## src/design/npd_pkg.sv

```systemverilog
// Shared widths, item codes, feature constants and the divider control word
// for the pixel pair feature block. No dependencies.
package npd_pkg;

   // Field widths fixed by the item format.
   localparam int POS_W = 10;
   localparam int PIX_W = 8;
   localparam int FEATURE_W = 8;

   // Divider operands: the pixel sum needs one bit more than a pixel.
   localparam int DIV_W = PIX_W + 1;

   // Default patch size.
   localparam int PATCH_PIXELS_DEFAULT = 1024;

   // Item kinds.
   localparam logic KIND_WRITE = 1'b0;
   localparam logic KIND_QUERY = 1'b1;

   // Feature codes for the special cases.
   localparam logic [FEATURE_W-1:0] FEATURE_TIE = 8'd128;
   localparam logic [FEATURE_W-1:0] FEATURE_MAX = 8'd255;

   // Control word that travels with each query through the divider.
   typedef struct packed {
      logic valid;
      logic tie;
      logic sat;
   } div_ctrl_type;

endpackage

```

## src/design/npd_divider.sv

```systemverilog
// Two-stage pipelined restoring divider that forms floor(256*a/(a+b)) and
// applies the tie and saturation codes. Depends on npd_pkg.
module npd_divider
   import npd_pkg::*;
(
   input  logic                 clock,
   input  logic                 reset,
   input  div_ctrl_type         in_ctrl,
   input  logic [DIV_W-1:0]     in_rem,
   input  logic [DIV_W-1:0]     in_sum,
   output logic                 out_valid,
   output logic [FEATURE_W-1:0] out_feature
);

   localparam int HALF = FEATURE_W / 2;

   // One restoring step: double the remainder and subtract the divisor if it fits.
   function automatic logic [DIV_W:0] div_step(input logic [DIV_W-1:0] rem,
                                                input logic [DIV_W-1:0] den);
      logic [DIV_W:0] dbl;
      logic [DIV_W:0] diff;
      dbl  = {rem, 1'b0};
      diff = dbl - {1'b0, den};
      if (dbl >= {1'b0, den}) begin
         return {1'b1, diff[DIV_W-1:0]};
      end
      return {1'b0, dbl[DIV_W-1:0]};
   endfunction

   div_ctrl_type         ctrl_a_ff, ctrl_a_in;
   logic [DIV_W-1:0]     rem_a_ff, rem_a_in;
   logic [DIV_W-1:0]     sum_a_ff;
   logic [HALF-1:0]      quo_a_ff, quo_a_in;
   logic                 valid_ff, valid_in;
   logic [FEATURE_W-1:0] feature_ff, feature_in;

   // First stage: the upper half of the quotient bits.
   always_comb begin
      logic [DIV_W-1:0] rem_v;
      logic [DIV_W:0]   step_v;
      rem_v    = in_rem;
      quo_a_in = '0;
      for (int i = 0; i < HALF; i++) begin
         step_v = div_step(rem_v, in_sum);
         quo_a_in[HALF-1-i] = step_v[DIV_W];
         rem_v = step_v[DIV_W-1:0];
      end
      rem_a_in  = rem_v;
      ctrl_a_in = in_ctrl;
   end

   always_ff @(posedge clock) begin
      if (reset) begin
         ctrl_a_ff.valid <= 1'b0;
      end else begin
         ctrl_a_ff.valid <= ctrl_a_in.valid;
      end
      ctrl_a_ff.tie <= ctrl_a_in.tie;
      ctrl_a_ff.sat <= ctrl_a_in.sat;
      rem_a_ff      <= rem_a_in;
      sum_a_ff      <= in_sum;
      quo_a_ff      <= quo_a_in;
   end

   // Second stage: the lower half of the quotient, then the special codes.
   always_comb begin
      logic [DIV_W-1:0] rem_v;
      logic [DIV_W:0]   step_v;
      logic [HALF-1:0]  quo_b;
      rem_v = rem_a_ff;
      quo_b = '0;
      for (int i = 0; i < HALF; i++) begin
         step_v = div_step(rem_v, sum_a_ff);
         quo_b[HALF-1-i] = step_v[DIV_W];
         rem_v = step_v[DIV_W-1:0];
      end
      if (ctrl_a_ff.tie) begin
         feature_in = FEATURE_TIE;
      end else if (ctrl_a_ff.sat) begin
         feature_in = FEATURE_MAX;
      end else begin
         feature_in = {quo_a_ff, quo_b};
      end
      valid_in = ctrl_a_ff.valid;
   end

   always_ff @(posedge clock) begin
      if (reset) begin
         valid_ff <= 1'b0;
      end else begin
         valid_ff <= valid_in;
      end
      feature_ff <= feature_in;
   end

   assign out_valid   = valid_ff;
   assign out_feature = feature_ff;

`ifndef SYNTHESIS
   // Every operand word leaves the divider.
   a_div_latency: assert property (@(posedge clock) disable iff (reset)
      in_ctrl.valid |-> ##2 out_valid)
      else $error("divider dropped a word");

   // Two zero pixels always come out as the tie code.
   a_tie_code: assert property (@(posedge clock) disable iff (reset)
      (in_ctrl.valid && in_ctrl.tie) |-> ##2 (out_valid && out_feature == FEATURE_TIE))
      else $error("tie case did not give the tie code");

   // A zero second pixel with a nonzero first saturates.
   a_sat_code: assert property (@(posedge clock) disable iff (reset)
      (in_ctrl.valid && in_ctrl.sat && !in_ctrl.tie) |->
         ##2 (out_valid && out_feature == FEATURE_MAX))
      else $error("saturation case did not give the maximum code");
`endif

endmodule

```

## config.mk

```make
export PLATFORM = sky130hd
export DESIGN_NAME = npd_divider
export DESIGN_NICKNAME = d
export VERILOG_FILES = /design/src/design/npd_pkg.sv /design/src/design/npd_divider.sv
export SDC_FILE = /design/constraint.sdc
export NUM_CORES = 1
export LEC_CHECK = 0
export BUFFER_PORTS_ARGS = -buffer_cell sky130_fd_sc_hd__buf_2
export CAP_MARGIN = 20
export CELL_PAD_IN_SITES_DETAIL_PLACEMENT = 0
export CELL_PAD_IN_SITES_GLOBAL_PLACEMENT = 2
export CORE_ASPECT_RATIO = 0.5
export CORE_MARGIN = 3
export CORE_UTILIZATION = 35
export DETAILED_ROUTE_END_ITERATION = 8
export PLACE_DENSITY = 0.8
export SETUP_SLACK_MARGIN = 0.02
export SYNTH_ARGS = -nofsm -noshare
export SYNTH_HDL_FRONTEND = slang
export SYNTH_SLANG_ARGS = --single-unit
```

## constraint.sdc

```tcl
create_clock -name clock -period 17.8 [get_ports clock]
set_input_delay 2.67 -clock clock [delete_from_list [all_inputs] [get_ports clock]]
set_output_delay 2.67 -clock clock [all_outputs]
set_load 0.1 [all_outputs]
```

======== Word level (Yosys, flattened, before mapping) ========
Index checks and enable logic that the tools add are counted.
storage, ports and cells
  logic and storage cells ................. 55
  bits in registers ....................... 34
operators by class
  add/subtract/negate cells ............... 8
  magnitude comparators ................... 8
  mux-type cells .......................... 25
  reductions and logical operators ........ 1
operators by type and width
  kind                                         number
  2-to-1 mux 10 bit                            12
  greater-or-equal comparator 10 x 9 -> 1 bit  8
  subtractor 9 bit                             8
  2-to-1 mux 9 bit                             4
  2-to-1 mux 1 bit                             8
  2-to-1 mux 7 bit                             1
  OR reduction 2 bit                           1

======== Longest topological paths before layout ========
  depth in word-level cells ............... 13
  mapped depth ............................ 38

======== Worst setup path after synthesis ========
Ideal clock, no wire load.
  kind .................................... input to register
  start point ............................. input in_sum[5]
  end point ............................... register rem_a_ff[2]
  setup time .............................. 0.121 ns
  buffers on the path ..................... 2
  required time ........................... 17.679 ns
  arrival ................................. 9.750 ns
  stages on the path ...................... 33
  slack ................................... 7.929 ns
  cells stage by stage .................... inv_1 > ha_1 > or3_4 > or2_0 > o221a_2 > nor2_2 > mux2_2 > ha_1 > a21oi_1 > o211ai_1 > a41oi_1 > nor2b_1 > nor3_4 > inv_2 > buf_4 > mux2_2 > ha_1 > nand2_1 > o21ai_0 > o41ai_1 > o21ai_0 > nor2_1 > o211ai_1 > buf_2 > nand2_1 > a21boi_0 > inv_1 > ha_1 > a2111oi_0 > or3_1 > o2111a_1 > o311ai_4 > mux2_2
on the way
  cells in the longest elaborated chain, start to end .. 12
  elaborated cells on any way between the ends .. 20
RTL lines
  item                                                                             line                                  RTL
  start, declared                                                                  npd_divider.sv:10                     input logic [DIV_W-1:0] in_sum,
  subtractor 9 bit or greater-or-equal comparator 10 x 9 -> 1 bit (tied branches)  npd_divider.sv:23, npd_divider.sv:24
  2-to-1 mux 10 bit or 2-to-1 mux 1 bit (tied branches)                            npd_divider.sv:24                     if (dbl >= {1'b0, den}) begin
  2-to-1 mux 9 bit                                                                 npd_divider.sv:27                     return {1'b0, dbl[DIV_W-1:0]};
  greater-or-equal comparator 10 x 9 -> 1 bit or subtractor 9 bit (tied branches)  npd_divider.sv:24, npd_divider.sv:23
  2-to-1 mux 1 bit or 2-to-1 mux 10 bit (tied branches)                            npd_divider.sv:24
  2-to-1 mux 9 bit                                                                 npd_divider.sv:27
  subtractor 9 bit or greater-or-equal comparator 10 x 9 -> 1 bit (tied branches)  npd_divider.sv:23, npd_divider.sv:24
  2-to-1 mux 10 bit or 2-to-1 mux 1 bit (tied branches)                            npd_divider.sv:24
  2-to-1 mux 9 bit                                                                 npd_divider.sv:27
  subtractor 9 bit or greater-or-equal comparator 10 x 9 -> 1 bit (tied branches)  npd_divider.sv:23, npd_divider.sv:24
  2-to-1 mux 10 bit or 2-to-1 mux 1 bit (tied branches)                            npd_divider.sv:24
  2-to-1 mux 9 bit (*)                                                             npd_divider.sv:27
  net rem_a_in[2]                                                                  npd_divider.sv:31                     logic [DIV_W-1:0] rem_a_ff, rem_a_in;
  end signal, assigned                                                             npd_divider.sv:60                     rem_a_ff <= rem_a_in;
  end, declared                                                                    npd_divider.sv:31
The timed path passes the listed nets; every way through them passes the cells marked *. The select of a mux whose other input is x is not followed.
A chain may end at the register's enable or synchronous reset.

======== Worst setup path in the final report ========
  start point ............................. input in_sum[2]
  end point ............................... register rem_a_ff[5]
on the way
  cells in the longest elaborated chain, start to end .. 12
  elaborated cells on any way between the ends .. 20
RTL lines
  item                                                                             line
  subtractor 9 bit or greater-or-equal comparator 10 x 9 -> 1 bit (tied branches)  npd_divider.sv:23, npd_divider.sv:24
  2-to-1 mux 10 bit or 2-to-1 mux 1 bit (tied branches)                            npd_divider.sv:24
  2-to-1 mux 9 bit                                                                 npd_divider.sv:27
  subtractor 9 bit or greater-or-equal comparator 10 x 9 -> 1 bit (tied branches)  npd_divider.sv:23, npd_divider.sv:24
  2-to-1 mux 10 bit or 2-to-1 mux 1 bit (tied branches)                            npd_divider.sv:24
  2-to-1 mux 9 bit                                                                 npd_divider.sv:27
  subtractor 9 bit or greater-or-equal comparator 10 x 9 -> 1 bit (tied branches)  npd_divider.sv:23, npd_divider.sv:24
  2-to-1 mux 10 bit or 2-to-1 mux 1 bit (tied branches)                            npd_divider.sv:24
  2-to-1 mux 9 bit                                                                 npd_divider.sv:27
  subtractor 9 bit or greater-or-equal comparator 10 x 9 -> 1 bit (tied branches)  npd_divider.sv:23, npd_divider.sv:24
  2-to-1 mux 10 bit or 2-to-1 mux 1 bit (tied branches)                            npd_divider.sv:24
  2-to-1 mux 9 bit (*)                                                             npd_divider.sv:27
  net rem_a_in[5]                                                                  npd_divider.sv:31
Marks and branches as above.

==> results.md <==
- Outcome: finished clean
- Chip height: 81.5 um
- GPL Wtd Cong: 0.818
- Syn Inst Count: 486
- Rel. slew slack: 32.2%
- Final-layout fill cell count: around 1.1k
- Clock skew: 0.00579 ns
- Drt pass-1 iters: 4
- Most common cell after layout, fill and taps aside: ha_1
- DR WL/cell: roughly 15 um
- CTS sink cnt: 34
- DR vias/cell: 5.24
- Global route overflow: 0
- Tmin final: 10.73 ns
- EDFF count, synth: 0
- Chip Width: 157 um
- Final Cycle Share: 60.3%
- Maxcap violations: 0
- Ports: 32
- Port bufs: 31
- CTS tree: yes
- Routed Antenna Nets: 0
- Clk_lat worst skew: around 0.28 ns
- Most frequent cell on the critical path: ha_1
- Number of CTS-inserted buffers: 5
- R2R setup slack: 9.09 ns
- Primary FF master, synth: dfxtp_1
- Largest net degree at the start of global routing: 16
- GR Util All Layers: 15.8%
- HPWL after DPL: 8310 um
- Layout area overhead: 11.0%
- Cell Area, Synth: 3990 um2
- Clk slew on worst S/H paths: 0.06 ns
- Worst Setup SP: in_sum[2]
- Distinct cell type count after synthesis: 57
- Crit. End Element: flip-flop
- Arrival @ worst endpoint: 10.88 ns
- Fmax: 93.2 MHz
- Final hold violation count: 0
- Final wirelength: 9840 um
- Initial DRC count: 155
- Clock tree buffer depth: 2
- Ys Warns: 0
- Share of cells above drive strength 1: 14.7%
- Initial core utilization: 37.5%
- Initial antenna violation count: 0
- CTS Hold Bufs: 0
- Vias in the first global route: 3422
- Final setup TNS: 0 ns
- Worst setup SP type: input pin
- Setup bufs post-CTS: 0
- R2r startpoint: sum_a_ff[0]
- Synth async-reset ratio: 0%
- Synth Register Bits: 34
- Core area: 10600 um2
- Final setup fails: 0
- FP Rows: 26
- CTS resizes: 0
- CTS root buf: clkbuf_16
- Sequential share of the synthesized area: 17.0%
- DR DRC count: 0
- HP Class: reg2reg
- Worst-Margin Slew: 1.01 ns
- WS Path Type: in2reg
- Hold path start: quo_a_ff[0]
- First-pass GRT wire length: 16300 um
- Antenna diodes: 0
- Mapped Nets: 576
- CTS H-Tree Depth: 2
- Slowest stage delay, CP: roughly 0.51 ns
- Die ar.: 12800 um2
- Via count: 3445
- Syn avg cell area: 8.22 um2
- CP max-delay cell: o41ai_1
- Critical Path RT: 17.96 ns
- RSZ-0062 raised after global routing: false
- Nets@finish: between 600 and 700
- Most frequent cells in the layout: 65 x ha_1, 54 x nor2_1, 44 x a21oi_1
- Fin. max-slew vios: 0
- Max Fanout on Critical Path: 12
[registers in the layout (all words and copies together), names as in the netlist]
register and count:
rem_a_ff 9, sum_a_ff 9, out_feature 8, quo_a_ff 4, ctrl_a_ff 2, out_valid 1, valid_in 1
[critical path, delay by kind of cell]
kind	cells	cell delay, ns
buf+inv	4	0.53
fa+ha+maj	4	1.33
compound gates	13	3.44
mux	3	1.14
simple gates	8	1.77
[cell usage after synthesis, drive strengths merged (2+ instances only)]
cell type,n,area share [%]
a2111o,2,0.56
a211oi,4,0.88
a21boi,3,0.56
a21o,14,2.6
a21oi,44,5.5
a31o,2,0.44
a31oi,4,0.63
a41oi,2,0.44
and2,2,0.31
and3,4,0.63
and4,2,0.44
buf,4,0.56
clkbuf,4,0.38
dfxtp,34,17
fa,2,1.0
ha,65,20
inv,31,2.9
mux2,27,7.7
mux2i,6,1.5
nand2,19,1.8
nand2b,10,1.6
nand3,8,1.0
nand4,2,0.31
nor2,55,5.2
nor2b,10,1.6
nor3,8,1.3
o211ai,5,0.94
o21a,7,1.3
o21ai,27,3.4
o21ba,2,0.50
o21bai,6,1.1
o22ai,2,0.31
o31ai,3,0.56
o41ai,2,0.44
or2,2,0.31
or3,6,1.1
xnor2,34,7.5
xor2,11,2.4
[per-layer routing]
layer | routed length (um) | part of all wire (%) | vias up | track usage [%]
met5 | 0 | 0 | - | 0
met4 | 65 | 0.66 | 0 | 2.86
met3 | 246 | 2.5 | 4 | 1.53
met2 | 4570 | 46 | 43 | 29.1
met1 | 4950 | 50 | 1580 | 20.5
li1 | - | - | 1818 | -
[stage by stage]
stage / hold slack, ns / instance area, um2 / util, % / worst slack (ns) / instances
after global routing: 0.461 / 4430 / 41.7 / 6.23 / 657
after floorplan: 0.384 / 3990 / - / 7.93 / 486
after detailed placement: 0.429 / 4290 / 40.3 / 6.73 / 649
after CTS: 0.442 / 4430 / 41.7 / 7.01 / 657
final: 0.446 / 4430 / 41.7 / 7.07 / 657
after global placement: 0.421 / 4290 / 40.3 / 6.88 / 649
[final cells by class]
class / count / area [um2] / area share (%)
clock buffers: 7 / 143 / 3.22
clock inverters: 1 / 5.00 / 0.113
repair buffers: 31 / 155 / 3.50
well taps: 140 / 175 / 3.95
flip-flops and latches: 34 / 681 / 15.4
inverters: 32 / 120 / 2.71
multi-input cells: 412 / 3150 / 71.2
[worst paths after layout]
path,endpoint,depth (start not counted)
hold reg to reg,out_feature[4],2
setup / recovery,rem_a_ff[5],32
hold / removal,out_feature[4],2
setup reg to reg,out_feature[0],34
[cells by family (layout without fill, tap and decap cells)]
kind of cell / Yosys count / after routing / synth area share [%]
AO/OA/AOI/OAI: 139 / 139 / 23.0
adder cells (fa/ha/maj): 67 / 67 / 21.4
flip-flops: 34 / 34 / 17.0
multiplexers: 33 / 33 / 9.21
buffers and inverters: 40 / 71 / 3.95
AND/OR/NAND/NOR: 128 / 128 / 15.5
XOR/XNOR: 45 / 45 / 9.87
Power is not shown: default switching activity piles up to over one toggle a cycle in this logic, so the estimate is an artifact.
